--- src/sv/lz77sd_pkg.sv ---
// ----------------------------------------------------------------------------
// lz77sd_pkg
// Shared types and constants for the LZ77 stream decompressor.
// ----------------------------------------------------------------------------
package lz77sd_pkg;

    localparam int HISTORY_DEPTH = 4096;
    localparam int RING_AW       = $clog2(HISTORY_DEPTH);

    localparam int FIFO_DEPTH = 4;
    localparam int FIFO_AW    = $clog2(FIFO_DEPTH);
    localparam int FIFO_CW    = $clog2(FIFO_DEPTH + 2);

    localparam int SIZE_W = 24;   // decompressed size field
    localparam int LEN_W  = 5;    // run length, 3..18

    localparam logic [LEN_W-1:0] LEN_BIAS = 5'd3;

    typedef enum logic [2:0] {
        PH_IDLE,
        PH_HEADER,
        PH_FLAG,
        PH_UNIT,
        PH_REFLO,
        PH_COPY,
        PH_DONE
    } phase_t;

    typedef struct packed {
        logic [7:0] in_byte;
        logic       start_stream;
    } in_item_t;

    typedef struct packed {
        logic [7:0] out_byte;
        logic       run_last;
        logic       stream_end;
    } out_item_t;

endpackage

--- src/sv/lz77sd_out_fifo.sv ---
// ----------------------------------------------------------------------------
// lz77sd_out_fifo
// Small output FIFO; decouples the decoder from a stalling receiver.
// ----------------------------------------------------------------------------
module lz77sd_out_fifo (
    input  logic                       aclk,
    input  logic                       aresetn,
    input  logic                       push,
    input  lz77sd_pkg::out_item_t      push_data,
    output logic [lz77sd_pkg::FIFO_CW-1:0] count,
    output logic                       m_valid,
    input  logic                       m_ready,
    output lz77sd_pkg::out_item_t      m_data
);
    import lz77sd_pkg::*;

    out_item_t            mem [FIFO_DEPTH];
    logic [FIFO_AW-1:0]   wr_ptr_reg, wr_ptr_next;
    logic [FIFO_AW-1:0]   rd_ptr_reg, rd_ptr_next;
    logic [FIFO_CW-1:0]   count_reg, count_next;
    logic                 pop;

    assign m_valid = (count_reg != '0);
    assign m_data  = mem[rd_ptr_reg];
    assign count   = count_reg;
    assign pop     = m_valid && m_ready;

    always_comb begin
        wr_ptr_next = push ? wr_ptr_reg + 1'b1 : wr_ptr_reg;
        rd_ptr_next = pop ? rd_ptr_reg + 1'b1 : rd_ptr_reg;
        count_next  = count_reg + FIFO_CW'(push) - FIFO_CW'(pop);
    end

    always_ff @(posedge aclk) begin
        if (push) begin
            mem[wr_ptr_reg] <= push_data;
        end
    end

    always_ff @(posedge aclk) begin
        if (!aresetn) begin
            wr_ptr_reg <= '0;
            rd_ptr_reg <= '0;
            count_reg  <= '0;
        end else begin
            wr_ptr_reg <= wr_ptr_next;
            rd_ptr_reg <= rd_ptr_next;
            count_reg  <= count_next;
        end
    end

endmodule

--- config.mk ---
export PLATFORM = sky130hd
export DESIGN_NAME = lz77sd_out_fifo
export DESIGN_NICKNAME = d
export VERILOG_FILES = /design/src/sv/lz77sd_pkg.sv /design/src/sv/lz77sd_out_fifo.sv
export SDC_FILE = /design/constraint.sdc
export NUM_CORES = 1
export LEC_CHECK = 0
export BUFFER_PORTS_ARGS = -buffer_cell sky130_fd_sc_hd__buf_2
export CORE_MARGIN = 1.5
export CORE_UTILIZATION = 50
export CTS_CLUSTER_DIAMETER = 50
export DETAILED_ROUTE_END_ITERATION = 12
export PLACE_DENSITY = 0.71
export SLEW_MARGIN = 20
export SYNTH_ARGS = -nofsm -noshare
export SYNTH_HDL_FRONTEND = slang
export SYNTH_SLANG_ARGS = --single-unit
--- constraint.sdc ---
create_clock -name aclk -period 2 [get_ports aclk]
set_input_delay 0.2 -clock aclk [delete_from_list [all_inputs] [get_ports aclk]]
set_output_delay 0.2 -clock aclk [all_outputs]
set_load 0.01 [all_outputs]
Word-level counts from Yosys, hierarchy flattened
Memory sizes are Yosys's and may differ from the RTL's. A register that Yosys moved wholly into a read port is not among the register bits.
Index checks and enable logic that the tools add are counted.
- muxes and demuxes: 4
- add/sub/neg operators: 4
- reduce and logical (&&, ||, !) cells: 2
- operators by type and width (kind ; number):
    adder 2 x 1 -> 2 bit, second input constant ; 2
    2-to-1 mux 2 bit ; 2
    adder 3 x 1 -> 3 bit ; 1
    nonzero test 3 bit ; 1
    subtractor 3 x 1 -> 3 bit ; 1
    2-to-1 mux 1 bit ; 2
    logical AND 1 bit ; 1
- logic and storage cells: 14
- register bits: 7
- output and inout port bits: 14
- memories kept: 1
- memory bits (writable): 40
- memories (memory ; depth ; bits a word ; rd ports ; clocked after Yosys merged registers in ; wr ports ; line ; RTL):
    mem ; 4 ; 10 ; 1 ; 1 ; 1 ; lz77sd_out_fifo.sv:17 ; out_item_t mem [FIFO_DEPTH];

Depth between registers and ports, before layout
- depth in word-level cells: 4
- mapped depth: 7

Least setup slack after synthesis
No wires, ideal clock.
- path kind: flip-flop to flip-flop
- from: register count_reg[1] (netlist: count[1])
- to: register count_reg[2] (netlist: count[2])
- path slack: 0.022 ns
- path buffers: 0
- data arrival time: 1.863 ns
- stages on the path, launching flop included: 8
- path through: dfxtp_1 -> o31a_1 -> ha_1 -> inv_1 -> ha_1 -> fa_1 -> xnor3_1 -> and2_1
- longest elaborated chain between the ends: 3
- elaborated cells between the ends (all ways): 4
- RTL lines (element ; line ; RTL):
    start, declared ; lz77sd_out_fifo.sv:20 ; logic [FIFO_CW-1:0] count_reg, count_next;
    start signal, assigned ; lz77sd_out_fifo.sv:48 ; count_reg <= count_next;
    nonzero test 3 bit ; lz77sd_out_fifo.sv:23 ; assign m_valid = (count_reg != '0);
    logical AND 1 bit ; lz77sd_out_fifo.sv:26 ; assign pop = m_valid && m_ready;
    net pop ; lz77sd_out_fifo.sv:21 ; logic pop;
    subtractor 3 x 1 -> 3 bit ; lz77sd_out_fifo.sv:31 ; count_next = count_reg + FIFO_CW'(push) - FIFO_CW'(pop);
The timed path passes the listed nets, and every way through them passes these cells.
A chain may end at the register's enable or synchronous reset.

Worst setup path in the final report
- from: register count_reg[0] (netlist: count[0])
- to: register count_reg[2] (netlist: count[2])
The elaborated chain is that of the path after synthesis.

==> out/metrics.csv <==
metric,value,unit
status,completed,
grt_use_total,15.9,%
rsz0062_at_grt,false,
core_area,3660,sq um
clock_path_buffers,2,
fin_skew,0.00731,ns
slowest_stage,dfxtp_2,
min_path_cells,1,
min_from,push_data[6],
ff2ff_path_depth,7,
drive_gt1_share,38.8,%
end_kind,flop,
cap_viol_max_count,0,
r2r_end,count[2],
p_per_area,1190,nW/um^2
slew_headroom,63.2,%
fp.dieH,64.8,um
cts_tree,done,
ant_nets,0,
ctsHoldBuffers,0,
antenna_found_initial,0,
vias,922,
reg2reg_slack,0.08,ns
min_period,1.92,ns
dr.pass1.iters,4,
crit_fanout,4,
worst-endpoint-arrival,2.12,ns
worstHoldPathType,in -> reg,
critical_path.max_stage_delay,0.34,ns
vias_per_cell,5.07,
drc,0,
syn_nets,117,
rows,22,
portBuffers,27,
finalSetupViolCount,0,
design.die.area,4200,sq um
clk_latency,0.30,ns
globalRouteOverflowTotal,0,
grt_pass1_wl,4730,um
finalWirelength,2900,um
avgSynthCellArea,19.9,sq um
power.leakage,0.851,nW
fp.dieW,64.8,um
pin_count,28,
synth_top_family_by_area,multiplexers,
syn2layout_area_growth,18.7,%
required,2.20,ns
ys_seq_area_share,72.3,%
r2r_start,count[0],
min_period_over_period,96.2,%
synth.area.mux_share,13.9,%
start_util,52.2,%
dpl.cell_count,172,
yosysWarnings,0,
synth_compound_area_share,0.916,%
total_power,2.71,mW
hold_end,mem[2][6],
antennaDiodeCount,0,
cpMostUsedCell,ha_1,
hold_ws,0.108,ns
h-tree-depth,2,
first_global_vias,1004,
clockRootBuffer,clkbuf_8,
crit_path_start_kind,flop,
syn_area,1910,sq um
nets,154,
synthXorXnorAreaFrac,1.64,%
ys_seq_elements,49,
ir_worst_vdd,0.536,mV
drv_slew,0,
tns,0,ns
largest_reg_flops,40,
wl_per_cell,15.9,um
synth_cells,96,
final-hold-violation-count,0,
worstSetupPathType,reg -> reg,
gp_congestion,0.645,
clock-sinks,49,
synth_cell_types,18,
drtIter0Drc,41,
hpwl,1940,um
numCtsBuffers,5,
worstMarginPinSlew,0.552,ns
clk_pin_slew_worst_paths,0.09,ns
synth_fa_ha_area_share,4.97,%
synthSimpleGateAreaFrac,4.32,%
stdcell_count,182,
fmax,0.520,GHz
path_cells,o31a_1 -> ha_1 -> inv_1 -> ha_1 -> fa_2 -> xnor3_1 -> and2_1,
grt_start_max_net_pins,17,
-- area by class of cell --
type	instances	area, sq um
clock inverter	3	68.8
multi-input combinational	39	494
sequential	49	1380
inverter	6	22.5
tap	48	60.1
timing repair buffer	32	173
clock buffer	5	68.8
fill	265	1390
-- logic make-up after synthesis --
group / after synthesis
flops: 49
mux: 14
simple gates: 14
buf+inv: 8
fa+ha+maj: 7
compound gates: 2
xor+xnor: 2
-- report_power, final --
| part | internal, mW | switching (mW) |
|---|---|---|
| clock | 0.503 | 0.323 |
| sequential | 1.20 | 0.0551 |
| combinational | 0.351 | 0.281 |
| total | 2.05 | 0.658 |
-- per-layer routing --
| metal | global-route usage (%) | routed length [um] | vias to the layer above |
|---|---|---|---|
| met5 | 0 | 0 | - |
| met4 | 5.59 | 41 | 0 |
| met3 | 5.56 | 141 | 5 |
| met2 | 27.1 | 1490 | 22 |
| met1 | 18.9 | 1230 | 456 |
| li1 | - | - | 439 |
-- worst max path at each step --
| stage | from | to | slack [ns] | depth (start not counted) |
|---|---|---|---|---|
| after floorplan | count[1] | count[2] | 0.02 | 7 |
| after global placement | count[0] | count[2] | 0.12 | 7 |
| after detailed placement | count[0] | count[2] | 0.04 | 7 |
| after CTS | count[0] | count[2] | 0.03 | 7 |
| after global routing | count[0] | count[2] | 0.02 | 7 |
| final | count[0] | count[2] | 0.08 | 7 |
-- synth_stat cells --
cell / count / area (sq um)
o31a_1: 1 / 8.76
mux2i_1: 4 / 40.0
dfxtp_1: 9 / 180
inv_1: 6 / 22.5
ha_1: 6 / 75.1
fa_1: 1 / 20.0
o311ai_1: 1 / 8.76
nand2b_1: 2 / 12.5
xnor3_1: 1 / 22.5
xor2_1: 1 / 8.76
and2_1: 8 / 50.1
buf_6: 1 / 11.3
nand2_1: 2 / 7.51
nor2b_1: 1 / 6.26
mux4_2: 10 / 225
edfxtp_1: 40 / 1200
clkbuf_2: 1 / 5.00
or3_1: 1 / 6.26
-- cell usage in the layout, fill, tap and decap left out --
cell type,Yosys,final
nor2b_1,1,1
dfxtp_2,0,1
buf_4,0,5
bufinv_16,0,2
xor2_1,1,1
inv_1,6,6
inv_6,0,1
and2_1,8,8
nand2b_1,2,2
nand2_1,2,2
clkbuf_8,0,5
edfxtp_1,40,40
mux4_2,10,10
o311ai_1,1,1
o31a_1,1,1
or3_1,1,1
fa_2,0,1
mux2i_1,4,4
dfxtp_1,9,8
xnor3_1,1,1
ha_1,6,6
buf_2,0,27
-- repair_timing --
item,in CTS,in global routing
setup endpoints to repair,0,1
resized for setup,0,2
setup buffers,0,2
-- critical path: cells and delay by family (launching register included) --
kind / cells / cell delay, ns
buffers and inverters: 1 / 0.04
xor gates and xnor gates: 1 / 0.17
and+or+nand+nor: 1 / 0.16
adders and majority gates: 3 / 0.79
DFF: 1 / 0.34
AOI/OAI and AO/OA: 1 / 0.32
-- stage by stage --
stage	setup slack (ns)	instance area (sq um)	utilization [%]
after floorplan	0.0216	1910	-
after global placement	0.124	2110	57.7
after detailed placement	0.0386	2110	57.7
after CTS	0.0257	2250	61.5
after global routing	0.0203	2270	62.0
final	0.0766	2270	62.0
(Power assumes the default switching activity.)
